## src/rtl/coti_pkg.sv

```systemverilog
package coti_pkg;

  typedef struct packed {
    logic [1:0]         req_type;
    logic signed [55:0] entry_time;
    logic signed [31:0] entry_sample;
    logic signed [31:0] entry_line;
    logic signed [55:0] query_time;
  } req_t;

  typedef struct packed {
    logic signed [31:0] sample_angle;
    logic signed [31:0] line_angle;
    logic [1:0]         status;
  } rsp_t;

  localparam logic [1:0] REQ_LOAD  = 2'd0;
  localparam logic [1:0] REQ_QUERY = 2'd1;
  localparam logic [1:0] REQ_CLEAR = 2'd2;

  localparam logic [1:0] ST_OK    = 2'd0;
  localparam logic [1:0] ST_LOW   = 2'd1;
  localparam logic [1:0] ST_ZERO  = 2'd2;

  // datapath commands
  localparam logic [3:0] OP_NONE   = 4'd0;
  localparam logic [3:0] OP_LOAD   = 4'd1;
  localparam logic [3:0] OP_SRCH   = 4'd2;  // capture query time, open search range
  localparam logic [3:0] OP_SCMP   = 4'd3;  // compare read data, narrow
  localparam logic [3:0] OP_RDROW  = 4'd4;  // issue read of row row_sel
  localparam logic [3:0] OP_CAPROW = 4'd5;  // capture row row_sel
  localparam logic [3:0] OP_DIVINI = 4'd6;
  localparam logic [3:0] OP_DIVSTP = 4'd7;
  localparam logic [3:0] OP_COEF   = 4'd8;
  localparam logic [3:0] OP_MUL    = 4'd9;
  localparam logic [3:0] OP_ACC    = 4'd10;
  localparam logic [3:0] OP_FIN    = 4'd11;
  localparam logic [3:0] OP_SETPOS = 4'd12;
  localparam logic [3:0] OP_CLEAR  = 4'd13;

  typedef struct packed {
    logic [3:0] op;
    logic [1:0] sel;
  } cmd_t;

  typedef struct packed {
    logic search_done;
    logic few_rows;
    logic pos_low;
    logic zero_den;
  } stat_t;

endpackage

```

## src/rtl/coti_ctrl.sv

```systemverilog
module coti_ctrl (
  input  logic            clk,
  input  logic            rst,
  input  logic            in_valid,
  output logic            in_ready,
  input  logic [1:0]      req_type,
  output logic            out_valid,
  input  logic            out_ready,
  input  coti_pkg::stat_t stat,
  output coti_pkg::cmd_t  cmd
);
  import coti_pkg::*;

  localparam logic [3:0] S_IDLE = 4'd0, S_SRCH = 4'd1, S_SCMP = 4'd2, S_POS = 4'd3,
                         S_RD = 4'd4, S_CAP = 4'd5, S_CHK = 4'd6, S_DINI = 4'd7,
                         S_DIV = 4'd8, S_COEF = 4'd9, S_MUL = 4'd10, S_ACC = 4'd11,
                         S_FIN = 4'd12, S_OUT = 4'd13;

  logic [3:0] state, state_next;
  logic [6:0] cnt, cnt_next;
  logic [1:0] fsel, fsel_next;
  logic       take;

  assign in_ready  = (state == S_IDLE);
  assign out_valid = (state == S_OUT);
  assign take      = in_valid && in_ready;

  always_ff @(posedge clk) begin
    if (rst) begin
      state <= S_IDLE;
      cnt   <= '0;
      fsel  <= '0;
    end else begin
      state <= state_next;
      cnt   <= cnt_next;
      fsel  <= fsel_next;
    end
  end

  always_comb begin
    state_next = state;
    cnt_next   = cnt;
    fsel_next  = fsel;
    cmd.op     = OP_NONE;
    cmd.sel    = cnt[1:0];
    unique case (state)
      S_IDLE: begin
        if (take) begin
          if (req_type == REQ_LOAD) cmd.op = OP_LOAD;
          else if (req_type == REQ_CLEAR) cmd.op = OP_CLEAR;
          else if (req_type == REQ_QUERY) begin
            cmd.op = OP_SRCH;
            state_next = S_SRCH;
          end
        end
      end
      S_SRCH: begin
        // the table read at mid runs every cycle; compare it next
        if (stat.search_done) state_next = S_POS;
        else state_next = S_SCMP;
      end
      S_SCMP: begin
        cmd.op = OP_SCMP;
        state_next = S_SRCH;
      end
      S_POS: begin
        cmd.op = OP_SETPOS;
        cnt_next = '0;
        state_next = S_CHK;
      end
      S_CHK: begin
        if (stat.few_rows || stat.pos_low) begin
          fsel_next = ST_LOW;
          state_next = S_FIN;
        end else state_next = S_RD;
      end
      S_RD: begin
        cmd.op = OP_RDROW;
        state_next = S_CAP;
      end
      S_CAP: begin
        cmd.op = OP_CAPROW;
        cnt_next = cnt + 7'd1;
        if (cnt[1:0] == 2'd3) begin
          state_next = S_DINI;
        end else state_next = S_RD;
      end
      S_DINI: begin
        if (stat.zero_den) begin
          fsel_next = ST_ZERO;
          state_next = S_FIN;
        end else begin
          cmd.op = OP_DIVINI;
          cnt_next = '0;
          state_next = S_DIV;
        end
      end
      S_DIV: begin
        cmd.op = OP_DIVSTP;
        cnt_next = cnt + 7'd1;
        if (cnt == 7'd72) state_next = S_COEF;
      end
      S_COEF: begin
        cmd.op = OP_COEF;
        cnt_next = '0;
        state_next = S_MUL;
      end
      S_MUL: begin
        cmd.op = OP_MUL;
        state_next = S_ACC;
      end
      S_ACC: begin
        cmd.op = OP_ACC;
        cnt_next = cnt + 7'd1;
        if (cnt[1:0] == 2'd2) begin
          fsel_next = ST_OK;
          state_next = S_FIN;
        end else state_next = S_MUL;
      end
      S_FIN: begin
        cmd.op = OP_FIN;
        cmd.sel = fsel;
        state_next = S_OUT;
      end
      S_OUT: begin
        if (out_ready) state_next = S_IDLE;
      end
      default: state_next = S_IDLE;
    endcase
  end

endmodule

```

## config.mk

```make
export PLATFORM = sky130hd
export DESIGN_NAME = coti_ctrl
export DESIGN_NICKNAME = d
export VERILOG_FILES = /design/src/rtl/coti_pkg.sv /design/src/rtl/coti_ctrl.sv
export SDC_FILE = /design/constraint.sdc
export NUM_CORES = 1
export LEC_CHECK = 0
export BUFFER_PORTS_ARGS = -buffer_cell sky130_fd_sc_hd__buf_4
export CAP_MARGIN = 20
export CORE_MARGIN = 3
export CORE_UTILIZATION = 45
export CTS_CLUSTER_SIZE = 8
export DETAILED_ROUTE_END_ITERATION = 10
export GPL_TIMING_DRIVEN = 0
export PLACE_DENSITY = 0.66
export SETUP_SLACK_MARGIN = 0.3
export SKIP_LAST_GASP = 1
export SYNTH_ARGS = -nofsm -noshare
export SYNTH_HDL_FRONTEND = slang
export SYNTH_SLANG_ARGS = --single-unit
```

## constraint.sdc

```tcl
create_clock -name clk -period 3.39 [get_ports clk]
set_input_delay 0.1695 -clock clk [delete_from_list [all_inputs] [get_ports clk]]
set_output_delay 0.1695 -clock clk [all_outputs]
set_load 0.01 [all_outputs]
```

==> Word-level counts from Yosys, hierarchy flattened <==
Cells that the tools add are included.
Widths: inputs -> output; s select.
{ "classes": {"div": 0, "n_eq_ne": 28, "mul": 0, "n_bitwise": 0, "n_lt_le_gt_ge": 0, "n_reduce_logical": 11, "n_shift": 0, "add_sub_neg": 1, "mux": 25} }
{ "ops": {"columns": ["op", "count"], "rows": [
  ["$pmux 4 s14", 1],
  ["$pmux 4 s11", 1],
  ["$mux 4", 10],
  ["$eq 4x4->1 const B", 6],
  ["$pmux 7 s3", 1],
  ["$eq 4x3->1 const B", 4],
  ["$ne 2x2->1 const B", 7],
  ["$mux 2", 6],
  ["$mux 3", 3],
  ["$eq 4x2->1 const B", 2],
  ["$add 7x1->7 const B", 1],
  ["$eq 7x7->1 const B", 1],
  ["$mux 7", 1],
  ["$eq 2x2->1 const B", 3],
  ["$ne 2x1->1 const B", 3],
  ["$pmux 2 s3", 1],
  ["$reduce_and 6->1", 1],
  ["$reduce_bool 3->1", 2],
  ["$eq 4x1->1 const B", 1],
  ["$logic_not 4->1", 1],
  ["$reduce_and 4->1", 1],
  ["$reduce_or 3->1", 1],
  ["$eq 2x1->1 const B", 1],
  ["$logic_not 2->1", 1],
  ["other kinds (5)", 5]
]} }
{ "totals": {"reg_bits": 13, "out_inout_bits": 8, "mem_count": 0, "ramBits": 0, "elab_cells": 68, "input_bits": 10, "mem_bits_ro": 0, "latchBits": 0} }

==> Depth between registers and ports, before layout <==
{ "logic_depth": {"depth_word": 6, "ltp_mapped": 6, "ltp_nobuf": 6} }

==> Worst setup path after synthesis <==
OpenSTA, ideal clock, no wires.
{ "synth_path": {"path_type": "register to register", "from": "register cnt[1]", "to": "register cnt[6]", "setup_ps": 122, "synth_period_minus_slack_ps": 1442, "path_slack_ps": 1948, "n_path_buf": 0, "t_arrival_ps": 1320, "path_stages_with_launch": 6, "required_time_ps": 3268, "path_cell_list": "dfxtp_1 ha_1 and3_1 nand3_1 and2_1 a221o_1"} }
{ "synth_between": {"elab_chain_len": 2} }
{ "synth_lines": {"columns": ["element", "line", "rtl"], "rows": [
  ["start, declared", "coti_ctrl.sv:20", "logic [6:0] cnt, cnt_next;"],
  ["start signal, assigned", "coti_ctrl.sv:35", "cnt <= cnt_next;"],
  ["$add 7x1->7", "coti_ctrl.sv:83, coti_ctrl.sv:100, coti_ctrl.sv:114", null],
  ["$pmux 7 s3", "coti_ctrl.sv:46", "unique case (state)"]
]} }
No other way between the ends.
A chain may end at the register's enable or synchronous reset.

==> impl_metrics.py <==
metrics = {
    "place": {
        "io_buffers": 17,
        "dpl_worst_slack_ns": 1.77,
        "dp_cells": 177,
        "post_dp_cell_area_um2": 1200,
        "finalWeightedCongestion": 0.927,
        "dp_hpwl_mm": 1.97,
    },
    "cts": {
        "cts_root_buffer": "clkbuf_4",
        "htree_levels": 1,
        "cts_buffer_depth": 2,
        "cts_sinks": 13,
        "cts_buffers": 3,
        "worstSkewPairLatency_ns": 0.28,
        "tritoncts": "built",
        "path_clk_slew_ns": 0.08,
        "ctsHoldBuffers": 0,
        "ctsResizeCount": 0,
        "postCtsSetupRepairBufs": 0,
    },
    "global_routing": {
        "grt_pass1_wl_mm": 4.15,
        "antenna_found_initial": 0,
        "grt_pass1_vias": 913,
        "gr-usage-all-layers": 0.197,
        "gr-total-overflow": 0,
        "grt_max_degree": 11,
    },
    "timing": {
        "drv_slew": 0,
        "fmax_mhz": 522,
        "fin_crit_sh": 0.565,
        "setup_slack_ns": 1.47,
        "worst_pin_slew_ns": 0.485,
        "hold_viol_final": 0,
        "skew_ns": 0.000299,
        "layout_min_cycle_time_ns": 1.92,
        "timing.hold.ws_ns": 0.215,
        "slew_headroom": 0.677,
        "rsz0062_at_grt": "no",
        "setup_tns_ns": 0,
        "finalSetupViolCount": 0,
    },
    "detailed_routing": {
        "met2WireLength_mm": 1.13,
        "dr.pass1.iters": 5,
        "wl_met3_um": 118,
        "drt_iter0_drc": 33,
        "drt_wl_total_mm": 2.57,
        "wl_per_cell_um": 14.2,
        "ant_nets": 0,
        "top_layer": "met4",
        "route.vias.total": 1059,
        "drc": 0,
        "wl_met1_mm": 1.30,
        "routed_via_density": 5.85,
    },
    "yosys": {
        "async_reset_ff_frac": 0,
        "yosysMostFrequentCell": "dfxtp_1",
        "ys_seq_area_frac": 0.249,
        "synthTopCellsByCount": "dfxtp_1, a21oi_1, nand2_1, nor2_1",
        "synth-xor-area-share": 0,
        "syn_inst": 133,
        "syn_avg_cell_area_um2": 7.85,
        "synth_area_um2": 1040,
        "synth_flop_cell": "dfxtp_1",
        "synth_compound_area_frac": 0.276,
        "synth_simple_gate_area_frac": 0.361,
        "synth_fp_nets": 146,
        "synth_edf_count": 0,
        "synth_seq_cells": 13,
        "synth_top_family_by_area": "simple AND/OR/NAND/NOR gates",
        "yosys-top-cells-area": "dfxtp_1, nor2b_1, a21oi_1, a221o_1, ha_1",
        "synthDistinctLibCells": 46,
        "yosys.area.top_type_share": 0.249,
        "synth.mux.area_fraction": 0.00959,
        "yosysWarnings": 0,
        "synthAdderAreaFrac": 0.0360,
        "yosysTopAreaCell": "dfxtp_1",
    },
    "power_and_ir_drop": {
        "power_leakage_nw": 0.459,
        "powerDensity_nw_per_um2": 270,
        "ir_drop_mv": 0.222,
    },
    "worst_hold_path": {
        "min_to": "state[0]",
        "hold_path_class": "input port to register",
        "min_from": "out_ready",
        "hold-path-cell-count": 3,
    },
    "setup_path": {
        "worstPathArrival_ns": 1.75,
        "critical-path-top-delay-family": "buffers and inverters",
        "cpPeakStageDelay_ns": 0.31,
        "cp_num_buf_inv": 3,
        "startpoint_type": "register",
        "crit_slowest_cell": "dfxtp_1",
        "r2r_slack_ns": 1.75,
        "crit_chain": "buf_2 -> buf_2 -> nor2_1 -> nand3_1 -> o211a_1 -> o22ai_1 -> buf_4",
        "crit_top_cell": "buf_2",
        "endpoint_kind": "primary output",
        "worstSetupPathType": "register to primary output",
        "r2r_cells": 5,
        "r2r_end": "cnt[6]",
        "worstPathMaxFanout": 10,
        "required_ns": 3.22,
        "timing.rr.start": "cnt[1]",
    },
    "finish": {
        "nets": 168,
        "area_growth_syn_to_layout_pct": 18.0,
        "drive_gt1_frac": 0.214,
        "n_fill_cell": 207,
        "instances_no_fill": 181,
        "n_antenna_cell": 0,
        "design_area_um2": 1230,
    },
    "floorplanning": {
        "die_x_um": 54.2,
        "rows": 16,
        "start_util": 0.501,
        "die_area_um2": 2930,
        "core-area_um2": 2080,
        "die_y_um": 54.2,
        "io_pins": 18,
    },
    "run": {
        "drv_cap": 0,
    },
    "outcome": {
        "status": "complete, no violations",
    },
}
-- layout by cell type, fill, tap and decap left out, types with 4 or more instances in the layout --
master,n
buf_4,19
dfxtp_1,13
nand2_1,8
nor2_1,8
a21oi_1,8
nor2b_1,7
nand3_1,7
o21ai_0,7
nand2b_1,6
inv_1,5
clkbuf_1,4
and2_1,4
a221o_1,4
-- worst reg2reg max path: stages (launching register included) --
cell	delay, ns
dfxtp_1	0.41
ha_1	0.30
and3_1	0.23
nand3_1	0.10
and2_1	0.17
a221o_1	0.33
-- report_power, final --
part	internal, mW	total (mW)	leakage (nW)	switching (mW)
logic	0.0378	0.0777	0.339	0.0399
registers	0.155	0.157	0.105	0.00223
clock network	0.0457	0.0972	0.0150	0.0515
-- how the worst max path moves through the flow --
| stage | from | to | slack, ns | cells after the start |
|---|---|---|---|---|
| 3_5_place_dp | cnt[1] | cnt[6] | 1.77 | 5 |
| 2_1_floorplan | cnt[1] | cnt[6] | 1.95 | 5 |
| 5_1_grt | state[1] | cmd[5] | 1.31 | 7 |
| 3_3_place_gp | cnt[1] | cnt[6] | 1.77 | 5 |
| 4_1_cts | state[1] | cmd[5] | 1.48 | 7 |
| 6_report | state[1] | cmd[5] | 1.47 | 7 |
-- cell type report --
type,instances,area [um^2],share of cell area
multi-input cells,106,712,0.578
flip-flops and latches,13,260,0.211
repair buffers,17,128,0.104
plain buffers,9,52.6,0.0427
well taps,27,33.8,0.0274
clock buffers,4,26.3,0.0213
inverters,5,18.8,0.0152
-- state kept, by name, indices dropped and copies added (netlist names) --
name and cells:
cnt 7, state 4, fsel 2
-- routing by layer --
layer  vias up  global-route usage
met5         -                   0
met4         0              0.0498
met3         5              0.0499
met2        26               0.297
met1       497               0.275
li1        531                   -
-- through the flow --
stage                     utilization  power, mW
after detailed placement        0.579      0.238
after global routing            0.591      0.352
final                           0.591      0.332
after floorplan                     -      0.209
after CTS                       0.591      0.335
after global placement          0.579      0.237
-- cells by family after synthesis --
family | Yosys count
simple gates | 62
compound gates | 40
buf+inv | 14
flops | 13
fa+ha+maj | 3
mux | 1
(Power assumes the default switching activity.)
